<file path="src/rtl/rlfe_pkg.sv">
// ----------------------------------------------------------------------------
// rlfe_pkg
// Shared types and codes for the RGBW linear fade engine.
// ----------------------------------------------------------------------------
package rlfe_pkg;

  localparam logic CMD_COLOR = 1'b0;
  localparam logic CMD_TICK  = 1'b1;

  localparam logic [7:0] FADE_INTERVAL_RESET = 8'd15;
  localparam int         NUM_CH              = 4;

  typedef enum logic [1:0] {
    S_IDLE,
    S_MUL,
    S_DIV,
    S_EMIT
  } rlfe_state_t;

  typedef struct packed {
    logic accept;
    logic mul;
    logic div_step;
    logic load_out;
  } rlfe_cmd_t;

  typedef struct packed {
    logic emits;
    logic direct;
  } rlfe_status_t;

endpackage

</file>
<file path="src/rtl/rlfe_ctrl.sv">
// ----------------------------------------------------------------------------
// rlfe_ctrl
// Sequencer: accepts items, runs multiply and divide steps, loads results.
// ----------------------------------------------------------------------------
module rlfe_ctrl #(
  parameter int LEVEL_BITS = 10
) (
  input  logic                  clk,
  input  logic                  rst,
  input  logic                  in_valid,
  output logic                  in_ready,
  output logic                  out_valid,
  input  logic                  out_ready,
  input  rlfe_pkg::rlfe_status_t status,
  output rlfe_pkg::rlfe_cmd_t   cmd
);
  import rlfe_pkg::*;

  localparam int CW = $clog2(LEVEL_BITS);

  rlfe_state_t   state, state_next;
  logic [CW-1:0] div_count;

  always_ff @(posedge clk) begin
    if (rst) begin
      state     <= S_IDLE;
      div_count <= '0;
      out_valid <= 1'b0;
    end else begin
      state <= state_next;
      if (state == S_DIV) begin
        div_count <= div_count + CW'(1);
      end else begin
        div_count <= '0;
      end
      if (cmd.load_out) begin
        out_valid <= 1'b1;
      end else if (out_ready) begin
        out_valid <= 1'b0;
      end
    end
  end

  always_comb begin
    state_next = state;
    cmd        = '0;
    in_ready   = 1'b0;
    unique case (state)
      S_IDLE: begin
        in_ready = 1'b1;
        if (in_valid) begin
          cmd.accept = 1'b1;
          if (status.emits) state_next = S_MUL;
        end
      end
      S_MUL: begin
        cmd.mul    = 1'b1;
        state_next = status.direct ? S_EMIT : S_DIV;
      end
      S_DIV: begin
        cmd.div_step = 1'b1;
        if (div_count == CW'(LEVEL_BITS - 1)) state_next = S_EMIT;
      end
      S_EMIT: begin
        if (!out_valid || out_ready) begin
          cmd.load_out = 1'b1;
          state_next   = S_IDLE;
        end
      end
      default: state_next = S_IDLE;
    endcase
  end

endmodule

</file>
<file path="src/rtl/rlfe_datapath.sv">
// ----------------------------------------------------------------------------
// rlfe_datapath
// Fade state, per-channel multipliers and bit-serial dividers, result register.
// ----------------------------------------------------------------------------
module rlfe_datapath #(
  parameter int LEVEL_BITS = 10
) (
  input  logic                  clk,
  input  logic                  rst,
  input  rlfe_pkg::rlfe_cmd_t   cmd,
  output rlfe_pkg::rlfe_status_t status,
  input  logic                  cfg_we,
  input  logic [7:0]            cfg_data,
  input  logic                  in_cmd,
  input  logic [LEVEL_BITS-1:0] in_ch0,
  input  logic [LEVEL_BITS-1:0] in_ch1,
  input  logic [LEVEL_BITS-1:0] in_ch2,
  input  logic [LEVEL_BITS-1:0] in_ch3,
  input  logic                  in_fade,
  output logic [LEVEL_BITS-1:0] drive_0,
  output logic [LEVEL_BITS-1:0] drive_1,
  output logic [LEVEL_BITS-1:0] drive_2,
  output logic [LEVEL_BITS-1:0] drive_3,
  output logic                  fade_done
);
  import rlfe_pkg::*;

  localparam int LB = LEVEL_BITS;
  localparam int PW = 2 * LEVEL_BITS;

  logic [7:0]    fade_interval;
  logic [LB-1:0] start_level  [NUM_CH];
  logic [LB-1:0] target_level [NUM_CH];
  logic [LB-1:0] diff_mag     [NUM_CH];
  logic          diff_neg     [NUM_CH];
  logic [LB-1:0] step_index;
  logic [LB-1:0] step_total;
  logic [7:0]    tick_count;
  logic          fading;
  logic          direct;
  logic [LB-1:0] rem          [NUM_CH];
  logic [LB-1:0] low          [NUM_CH];
  logic [LB-1:0] quo          [NUM_CH];
  logic [LB-1:0] drive        [NUM_CH];

  logic [LB-1:0] in_lv        [NUM_CH];
  logic [LB-1:0] new_mag      [NUM_CH];
  logic [LB-1:0] max01, max23, max_diff;
  logic [PW-1:0] prod         [NUM_CH];
  logic [LB:0]   shifted      [NUM_CH];
  logic          ge           [NUM_CH];
  logic [LB-1:0] rem_next     [NUM_CH];
  logic [LB-1:0] level_next   [NUM_CH];
  logic [7:0]    interval_eff;
  logic [7:0]    tick_inc;
  logic          tick_hit;

  assign in_lv[0] = in_ch0;
  assign in_lv[1] = in_ch1;
  assign in_lv[2] = in_ch2;
  assign in_lv[3] = in_ch3;

  always_comb begin
    for (int ch = 0; ch < NUM_CH; ch++) begin
      new_mag[ch] = (in_lv[ch] > target_level[ch]) ? in_lv[ch] - target_level[ch]
                                                  : target_level[ch] - in_lv[ch];
      prod[ch]    = PW'(step_index) * PW'(diff_mag[ch]);
      shifted[ch] = {rem[ch], low[ch][LB-1]};
      ge[ch]      = shifted[ch] >= {1'b0, step_total};
      rem_next[ch] = ge[ch] ? LB'(shifted[ch] - {1'b0, step_total}) : LB'(shifted[ch]);
      level_next[ch] = direct      ? target_level[ch] :
                       diff_neg[ch] ? start_level[ch] - quo[ch] :
                                      start_level[ch] + quo[ch];
    end
    max01    = (new_mag[0] > new_mag[1]) ? new_mag[0] : new_mag[1];
    max23    = (new_mag[2] > new_mag[3]) ? new_mag[2] : new_mag[3];
    max_diff = (max01 > max23) ? max01 : max23;
  end

  assign interval_eff  = (fade_interval == 8'd0) ? 8'd1 : fade_interval;
  assign tick_inc      = tick_count + 8'd1;
  assign tick_hit      = tick_inc >= interval_eff;
  assign status.emits  = (in_cmd == CMD_COLOR) || (fading && tick_hit);
  assign status.direct = step_index >= step_total;

  always_ff @(posedge clk) begin
    if (rst) begin
      fade_interval <= FADE_INTERVAL_RESET;
      step_index    <= '0;
      step_total    <= '0;
      tick_count    <= '0;
      fading        <= 1'b0;
      for (int ch = 0; ch < NUM_CH; ch++) begin
        start_level[ch]  <= '0;
        target_level[ch] <= '0;
        diff_mag[ch]     <= '0;
        diff_neg[ch]     <= 1'b0;
      end
    end else begin
      if (cfg_we) fade_interval <= cfg_data;
      if (cmd.accept) begin
        if (in_cmd == CMD_COLOR) begin
          for (int ch = 0; ch < NUM_CH; ch++) begin
            start_level[ch]  <= target_level[ch];
            target_level[ch] <= in_lv[ch];
            diff_mag[ch]     <= new_mag[ch];
            diff_neg[ch]     <= in_lv[ch] < target_level[ch];
          end
          tick_count <= '0;
          step_index <= '0;
          step_total <= in_fade ? max_diff : '0;
          fading     <= 1'b1;
        end else if (fading) begin
          if (tick_hit) begin
            tick_count <= '0;
            if (step_index < step_total) step_index <= step_index + LB'(1);
          end else begin
            tick_count <= tick_inc;
          end
        end
      end
      if (cmd.mul && status.direct) fading <= 1'b0;
    end
  end

  always_ff @(posedge clk) begin
    if (cmd.mul) begin
      direct <= status.direct;
      for (int ch = 0; ch < NUM_CH; ch++) begin
        rem[ch] <= prod[ch][PW-1:LB];
        low[ch] <= prod[ch][LB-1:0];
        quo[ch] <= '0;
      end
    end
    if (cmd.div_step) begin
      for (int ch = 0; ch < NUM_CH; ch++) begin
        rem[ch] <= rem_next[ch];
        low[ch] <= {low[ch][LB-2:0], 1'b0};
        quo[ch] <= {quo[ch][LB-2:0], ge[ch]};
      end
    end
    if (cmd.load_out) begin
      for (int ch = 0; ch < NUM_CH; ch++) drive[ch] <= level_next[ch];
      fade_done <= direct;
    end
  end

  assign drive_0 = drive[0];
  assign drive_1 = drive[1];
  assign drive_2 = drive[2];
  assign drive_3 = drive[3];

endmodule

</file>
<file path="src/rtl/rgbw_linear_fade_engine.sv">
// ----------------------------------------------------------------------------
// rgbw_linear_fade_engine
// Four-channel LED level fader with linear fades between target colors.
// ----------------------------------------------------------------------------
// Input channel (in_valid/in_ready): cmd 0 carries four target levels and
// fade_on; cmd 1 is one time tick. Output channel (out_valid/out_ready):
// four drive levels and fade_done. Config channel (cfg_valid/cfg_ready,
// always ready): cfg_data sets fade_interval, the ticks between steps.
// A color item always yields one result; a tick yields one only on every
// fade_interval-th tick of a running fade.
// For a jump, an empty fade or the final step of a fade, the result is
// loaded once the output register is free after the multiply step; for an
// interior step it first passes the bit-serial divider, one quotient bit
// per cycle in each of the four channel lanes. in_ready returns once the
// result is loaded into the output register. A tick that yields no result
// starts no step, and in_ready stays high.
// One item is processed at a time; in_ready drops while a step is computed.
// A finished result waits in the output register while in_ready returns,
// and only the next result load waits for out_ready.
// Reset clears levels, fade state and out_valid; fade_interval returns to 15.
// ----------------------------------------------------------------------------
module rgbw_linear_fade_engine #(
  parameter int LEVEL_BITS = 10
) (
  input  logic                  clk,
  input  logic                  rst,
  input  logic                  in_valid,
  output logic                  in_ready,
  input  logic                  cmd,
  input  logic [LEVEL_BITS-1:0] channel_0,
  input  logic [LEVEL_BITS-1:0] channel_1,
  input  logic [LEVEL_BITS-1:0] channel_2,
  input  logic [LEVEL_BITS-1:0] channel_3,
  input  logic                  fade_on,
  output logic                  out_valid,
  input  logic                  out_ready,
  output logic [LEVEL_BITS-1:0] drive_0,
  output logic [LEVEL_BITS-1:0] drive_1,
  output logic [LEVEL_BITS-1:0] drive_2,
  output logic [LEVEL_BITS-1:0] drive_3,
  output logic                  fade_done,
  input  logic                  cfg_valid,
  output logic                  cfg_ready,
  input  logic [7:0]            cfg_data
);
  import rlfe_pkg::*;

  rlfe_cmd_t    ctl_cmd;
  rlfe_status_t ctl_status;

  assign cfg_ready = 1'b1;

  rlfe_ctrl #(.LEVEL_BITS(LEVEL_BITS)) u_ctrl (
    .clk       (clk),
    .rst       (rst),
    .in_valid  (in_valid),
    .in_ready  (in_ready),
    .out_valid (out_valid),
    .out_ready (out_ready),
    .status    (ctl_status),
    .cmd       (ctl_cmd)
  );

  rlfe_datapath #(.LEVEL_BITS(LEVEL_BITS)) u_dp (
    .clk       (clk),
    .rst       (rst),
    .cmd       (ctl_cmd),
    .status    (ctl_status),
    .cfg_we    (cfg_valid && cfg_ready),
    .cfg_data  (cfg_data),
    .in_cmd    (cmd),
    .in_ch0    (channel_0),
    .in_ch1    (channel_1),
    .in_ch2    (channel_2),
    .in_ch3    (channel_3),
    .in_fade   (fade_on),
    .drive_0   (drive_0),
    .drive_1   (drive_1),
    .drive_2   (drive_2),
    .drive_3   (drive_3),
    .fade_done (fade_done)
  );

endmodule

</file>
<file path="config.mk">
export PLATFORM = sky130hd
export DESIGN_NAME = rgbw_linear_fade_engine
export DESIGN_NICKNAME = d
export VERILOG_FILES = /design/src/rtl/rlfe_pkg.sv /design/src/rtl/rlfe_ctrl.sv /design/src/rtl/rlfe_datapath.sv /design/src/rtl/rgbw_linear_fade_engine.sv
export SDC_FILE = /design/constraint.sdc
export NUM_CORES = 2
export LEC_CHECK = 0
export BUFFER_PORTS_ARGS = -buffer_cell sky130_fd_sc_hd__buf_4
export CAP_MARGIN = 20
export CORE_ASPECT_RATIO = 0.8
export CORE_UTILIZATION = 64
export DETAILED_ROUTE_END_ITERATION = 12
export PLACE_DENSITY = 0.83
export SYNTH_ARGS = -nofsm -noshare
export SYNTH_HDL_FRONTEND = slang
export SYNTH_SLANG_ARGS = --single-unit
</file>
<file path="constraint.sdc">
create_clock -name clk -period 18.5 [get_ports clk]
set_input_delay 0.925 -clock clk [delete_from_list [all_inputs] [get_ports clk]]
set_output_delay 0.925 -clock clk [all_outputs]
set_load 0.02 [all_outputs]
</file>
; ---- After elaboration in Yosys (flattened, before gate mapping)
; Memories as Yosys holds them, arrays and structs flattened.
; Index checks and enable logic that the tools add are counted.
[op_classes]
add_sub_neg = 23
mul = 4
n_lt_le_gt_ge = 18
eq_ne = 11
muxes = 83
n_bitwise = 30
reduce_logical = 14
[ops]
columns = cell, count
row1 = two-way mux 10 bit, 48
row2 = subtractor 10 bit, 16
row3 = multiplier 10 x 10 -> 20 bit, 4
row4 = greater-than comparator 10 bit, 7
row5 = < comparator 10 bit, 5
row6 = >= comparator 11 x 10 -> 1 bit, 4
row7 = adder 10 bit, 4
row8 = two-way mux 8 bit, 4
row9 = OR 1 bit, 28
row10 = two-way mux 1 bit, 26
row11 = adder 10 x 1 -> 10 bit (second input constant), 1
row12 = >= comparator 10 bit, 1
row13 = adder 8 x 1 -> 8 bit (second input constant), 1
row14 = >= comparator 8 bit, 1
row15 = zero test 8 bit, 1
row16 = two-way mux 2 bit, 4
row17 = inequality test 2 x 1 -> 1 bit (second input constant), 4
row18 = one-hot mux 2 bit (4 select lines), 1
row19 = AND reduction 4 bit, 2
row20 = inequality test 2 bit (second input constant), 3
row21 = adder 4 x 1 -> 4 bit (second input constant), 1
row22 = equality test 2 bit (second input constant), 2
row23 = equality test 4 bit (second input constant), 1
row24 = AND reduction 2 bit, 2
row25 = other kinds (8), 12
[totals]
regBits = 46
ramBits = 284
inputBits = 55
out_inout_bits = 44
word_cells = 201
n_memories = 8
[memory_table]
columns = memory, depth, word_bits, read_ports, rd_ports_with_merged_regs, wr, line
row1 = u_dp.diff_mag, 4, 10, 4, 0, 4, rlfe_datapath.sv:34  ; logic [LB-1:0] diff_mag [NUM_CH];
row2 = u_dp.drive, 4, 10, 4, 0, 4, rlfe_datapath.sv:44  ; logic [LB-1:0] drive [NUM_CH];
row3 = u_dp.low, 4, 10, 4, 0, 4, rlfe_datapath.sv:42  ; logic [LB-1:0] low [NUM_CH];
row4 = u_dp.quo, 4, 10, 4, 0, 4, rlfe_datapath.sv:43  ; logic [LB-1:0] quo [NUM_CH];
row5 = u_dp.rem, 4, 10, 4, 0, 4, rlfe_datapath.sv:41  ; logic [LB-1:0] rem [NUM_CH];
row6 = u_dp.start_level, 4, 10, 4, 0, 4, rlfe_datapath.sv:32  ; logic [LB-1:0] start_level [NUM_CH];
row7 = 2 more memories, n/a, n/a, n/a, n/a, n/a, n/a

; ---- Longest topological paths before layout
[depth]
depth_word = 8
mapped_depth = 35
mapped_depth_nobuf = 32

; ---- Cells and area by module
; A second synthesis with hierarchy kept.
[hier_totals]
hier_cells = 3707
hier_area_um2 = 34506.8
[by_module_without_submodules]
columns = module, instances, cells_each, area_each_um2, seq_area_each_um2
row1 = rlfe_datapath, 1, 3664, 34111.5, 9298.9
row2 = rlfe_ctrl, 1, 41, 384.1, 140.1
row3 = rgbw_linear_fade_engine, 1, 2, 11.3, 0.0

; ---- Worst setup path after synthesis
; No wires, ideal clock.
[synth_timing]
path_kind = in2reg
start = input port channel_3[0]
end = register u_dp.step_total[2]
setup_ns = 0.060
arrival_ns = 6.769
slack_ns = 11.671
path_stages = 35
path_buffers = 3
path_cell_list = inv_1 > ha_1 > inv_1 > fa_1 > a21o_1 > a2111oi_2 > o21ba_2 > buf_2 > nor2_2 > mux2_2 > a221oi_1 > o21bai_1 > o2bb2ai_1 > xor2_1 > inv_1 > ha_1 > nand4_1 > nor2_1 > o211ai_1 > o21ai_1 > o21bai_1 > buf_2 > buf_2 > nand2_1 > o21ai_0 > ha_1 > a21o_1 > a21o_1 > a221oi_1 > o21ai_0 > nand2_1 > nand3_1 > nor2b_1 > a22o_1 > a221o_1
[synth_via]
elab_chain_cells = 7
[synth_rtl]
columns = element, line
row1 = start: declaration, rgbw_linear_fade_engine.sv:33  ; input logic [LEVEL_BITS-1:0] channel_3,
row2 = "subtractor 10 bit, or another cell as far along", rlfe_datapath.sv:66  ; : target_level[ch] - in_lv[ch];
row3 = two-way mux 10 bit (*), rlfe_datapath.sv:65  ; new_mag[ch] = (in_lv[ch] > target_level[ch]) ? in_lv[ch] - target_level[ch]
row4 = greater-than comparator 10 bit, rlfe_datapath.sv:76  ; max23 = (new_mag[2] > new_mag[3]) ? new_mag[2] : new_mag[3];
row5 = two-way mux 10 bit (*), rlfe_datapath.sv:76
row6 = greater-than comparator 10 bit, rlfe_datapath.sv:77  ; max_diff = (max01 > max23) ? max01 : max23;
row7 = two-way mux 10 bit (*), rlfe_datapath.sv:77
row8 = two-way mux 10 bit (*), rlfe_datapath.sv:111  ; step_total <= in_fade ? max_diff : '0;
row9 = end signal: assignment, rlfe_datapath.sv:111
row10 = end: declaration, rlfe_datapath.sv:37  ; logic [LB-1:0] step_total;
; Every way passes the cells marked *; elsewhere a longest branch is shown, timed or not.
; A chain may end at the register's enable or synchronous reset.

; ---- Final worst setup path
[layout_timing]
start = input port channel_1[0]
end = register u_dp.step_total[1]
[layout_via]
elab_chain_cells = 7
[layout_rtl]
columns = element, line
row1 = start: declaration, rgbw_linear_fade_engine.sv:31  ; input logic [LEVEL_BITS-1:0] channel_1,
row2 = "subtractor 10 bit, or another cell as far along", rlfe_datapath.sv:66
row3 = two-way mux 10 bit (*), rlfe_datapath.sv:65
row4 = greater-than comparator 10 bit, rlfe_datapath.sv:75  ; max01 = (new_mag[0] > new_mag[1]) ? new_mag[0] : new_mag[1];
row5 = two-way mux 10 bit (*), rlfe_datapath.sv:75
row6 = greater-than comparator 10 bit, rlfe_datapath.sv:77
row7 = two-way mux 10 bit (*), rlfe_datapath.sv:77
row8 = two-way mux 10 bit (*), rlfe_datapath.sv:111
; Marked as above.

==> key figures <==
Final layout
  – Synth-to-Final Area Change: 7.08%
  – Nets: 4,406
  – Final Non-Filler Cells: roughly 4,400
  – Share of cells above drive strength 1: 0.0643
  – # fillers: 4,006

Clock tree
  – Post-CTS Hold Fix Bufs: 0
  – Clock sink count: 330
  – Root Driver: clkbuf_16
  – CTS Buf Count: 38
  – Cts repair resizes: 0
  – TritonCTS clock tree: yes
  – Clock tree buffer depth: 3
  – Clock-pin slew on the worst setup and hold paths: 0.06 ns
  – Worst-Skew Late Latency: 0.58 ns
  – H-tree levels: 2
  – Number of post-CTS setup repair buffers: 0

Synth
  – Synth Area in Compound Gates: 0.112
  – #FFs+latches synth: 330
  – Adder-Cell Fraction of Synth Area: 0.313
  – Multiplexer share of the synthesized area: 0.0247
  – Synth top area cells: edfxtp_1 (25%), ha_1 (16%), fa_1 (15%)
  – Leading area contributor after synthesis: edfxtp_1
  – EDFF count, synth: ~280
  – Yosys warnings: 0
  – XOR/XNOR Fraction of Synth Area: 0.0479
  – Simple-gate share of the synthesized area: 0.156
  – Post-synth cell types: 82
  – Top_reg_cell synth: edfxtp_1
  – Mapped Nets: around 4,400
  – Top cell type's share of synthesized area: 0.249
  – Combinational family with the most area after synthesis: adder cells
  – Register area share after synthesis: 0.277
  – Post-Synthesis Cells: around 3,700
  – Synth async-reset ratio: 0
  – Avg Synthesized Cell Area: 9.34 um2
  – Post-Syn Area: 0.0341 mm2

Status
  – Status: completed

Die
  – Initial Util: 0.649
  – Core Region: between 0.05 and 0.06 mm2
  – Full die area: roughly 0.054 mm2
  – Site Rows: 75
  – Die Y: around 210 um
  – # IOs: 99
  – Die width: 260 um

Place
  – Count of input and output buffers: 97
  – Dpl cells: 4,307
  – DP Worst Slack: 10.56 ns
  – DP Wirelength: 59.0 mm
  – GPL Wtd Cong: approximately 0.90

Power
  – Peak supply drop: 0.0000910 V
  – Combinational Power Share: 0.505
  – Leak Pwr: ~18 nW
  – Power per cell area: 110 mW/mm2
  – Clock power share: 0.191
  – Net switching power: ~1.7 mW
  – Sw Share: 0.424
  – Internal power: 2.32 mW
  – Reg power frac: 0.305

Worst setup path
  – Crit path max fanout: 16
  – CP startpoint kind: primary input
  – CP Class: in -> reg
  – Slowest cell delay on critical path: 0.58 ns
  – CP Capture Type: flip-flop
  – CP max-delay cell: a41oi_2
  – CP arrival: between 8 and 9 ns
  – Critical path required time: 19.02 ns

STA
  – Clock Skew: 0.0220 ns
  – Final setup viols: 0
  – Worst-margin pin slew: about 1.1 ns
  – Worst slew margin: 0.279
  – Final Cycle Share: 0.407
  – Tmin final: 7.53 ns
  – Fmax: around 130 MHz
  – Final worst slack: 10.97 ns
  – Post-route setup TNS: 0 ns
  – RSZ-0062 raised after global routing: false
  – Worst hold margin: about 0.47 ns
  – Pins Over Slew Limit: 0
  – Hold Fails Final Rpt: 0

Min path
  – Min-delay worst type: reg -> reg

Route
  – Vias/cell: 5.88
  – Post-route ant nets: 0
  – Drt drc: 0
  – Pre-Repair DR Iteration Count: 6
  – DR WL/cell: 18.3 um
  – Initial DRC Count: 2,120
  – Via count: 25,800
  – WL final: 80.1 mm

Global route
  – Largest net degree at the start of global routing: 97
  – Initial antenna violation count: 1
  – Vias in the first global route: around 26,000
  – GRT Resource Usage Total: 0.303
  – Gr ovfl total: 0
  – Global-route wire length before repair: about 130 mm

Flow run
  – Max Cap Viol: 0
## cells in the final DEF, fill, tap and decap left out, types with 27 or more instances in the layout
cell type | netlist | routed
a21o_1 | 61 | 61
a21oi_1 | 195 | 195
and2_1 | 217 | 217
buf_4 | 2 | 121
clkbuf_16 | 0 | 38
dfxtp_1 | 47 | 47
edfxtp_1 | 283 | 283
fa_1 | 264 | 264
ha_1 | 430 | 428
inv_1 | 471 | 470
mux2_2 | 28 | 28
mux2i_1 | 44 | 44
nand2_1 | 412 | 411
nand2b_1 | 35 | 35
nand3_1 | 37 | 37
nand4_1 | 27 | 27
nor2_1 | 261 | 261
nor2b_1 | 53 | 52
nor3_1 | 33 | 32
o21ai_0 | 161 | 161
xnor2_1 | 129 | 129
xor2_1 | 54 | 54
## kinds of logic (layout without fill, tap and decap cells)
group | count (synthesis) | after routing
AOI/OAI and AO/OA | 607 | 607
xor gates and xnor gates | 185 | 185
adders and majority gates | 694 | 694
buffers and inverters | 629 | 661
DFF | 330 | 330
muxes | 78 | 78
other | 1 | 2
and+or+nand+nor | 1130 | 1130
## per-layer routing
metal  up-vias  wire (um)  GRT usage
met2       961      36300      0.481
met3       155       5930     0.0453
li1      12200          -          -
met1     12500      35600      0.423
met4         0       2320      0.103
met5         -          0          0
## state kept, by name, indices dropped and copies added (netlist names), 8 cells and up
register and count:
u_dp.fade_interval 8, u_dp.step_index 10, u_dp.quo 40, u_dp.drive 40, u_dp.rem 40, u_dp.step_total 10
u_dp.tick_count 8, u_dp.diff_mag 40, u_dp.target_level 40, u_dp.start_level 40, u_dp.low 40
## final timing paths
| path | from | to | slack (ns) | cells past startpoint |
|---|---|---|---|---|
| setup / recovery | channel_1[0] | u_dp.step_total[1]$_SDFFE_PP0P_ | 10.97 | 30 |
| setup reg to reg | u_dp.target_level[1][1]$_SDFFCE_PN0P_ | u_dp.step_total[1]$_SDFFE_PP0P_ | 11.13 | 27 |
| hold / removal | u_dp.low[0][0]$_SDFFE_PP0P_ | u_dp.low[0][0]$_SDFFE_PP0P_ | 0.47 | 2 |
| hold reg to reg | u_dp.low[0][0]$_SDFFE_PP0P_ | u_dp.low[0][0]$_SDFFE_PP0P_ | 0.47 | 2 |
## cell type report
cell class / instances / area (um2) / area share
diodes: 1 / 2.50 / 0.0000685
clock buffers: 52 / 1030 / 0.0283
clock inverters: 17 / 188 / 0.00514
inverters: 471 / 1770 / 0.0485
multi-input cells: 2695 / 22300 / 0.611
flip-flops and latches: 330 / 9440 / 0.258
well taps: 693 / 867 / 0.0237
repair buffers: 121 / 908 / 0.0249
## cells in the mapped netlist (16+ instances only)
library cell and count:
a211oi_1 21, fa_1 264, o21ai_0 161, nor2_1 261, nor3_1 33, buf_1 34, nand3_1 37, mux2i_1 44
nand2b_1 35, inv_1 471, nand2_1 412, nor2b_1 53, xor2_1 54, and3_1 16, edfxtp_1 283, a21o_1 61
clkbuf_1 112, a21oi_1 195, nand4_1 27, and2_1 217, ha_1 430, o31ai_1 24, dfxtp_1 47, mux2_2 28
xnor2_1 129, a31oi_1 16
## critical path: cells and delay by family
family          cells  cell delay (ns)
compound gates     13             3.28
xor+xnor            1             0.38
simple gates        7             1.25
mux                 2             0.76
fa+ha+maj           4             1.17
buf+inv             3             0.28
## stage by stage
step / area, um2 / total power [mW] / utilization
floorplan: 34100 / 2.72 / -
global placement: 35300 / 3.16 / 0.672
detailed placement: 35300 / 3.21 / 0.672
CTS: 36500 / 4.00 / 0.695
global route: 36500 / 4.30 / 0.695
finish: 36500 / 4.03 / 0.695
## power groups by stage
stage,registers [mW],logic [mW],clock network (mW)
2_1_floorplan,1.17,1.54,0
3_3_place_gp,1.23,1.93,0
3_5_place_dp,1.23,1.98,0
4_1_cts,1.22,2.00,0.773
5_1_grt,1.25,2.26,0.799
6_report,1.23,2.03,0.768
Power figures use the tool's default switching activity.
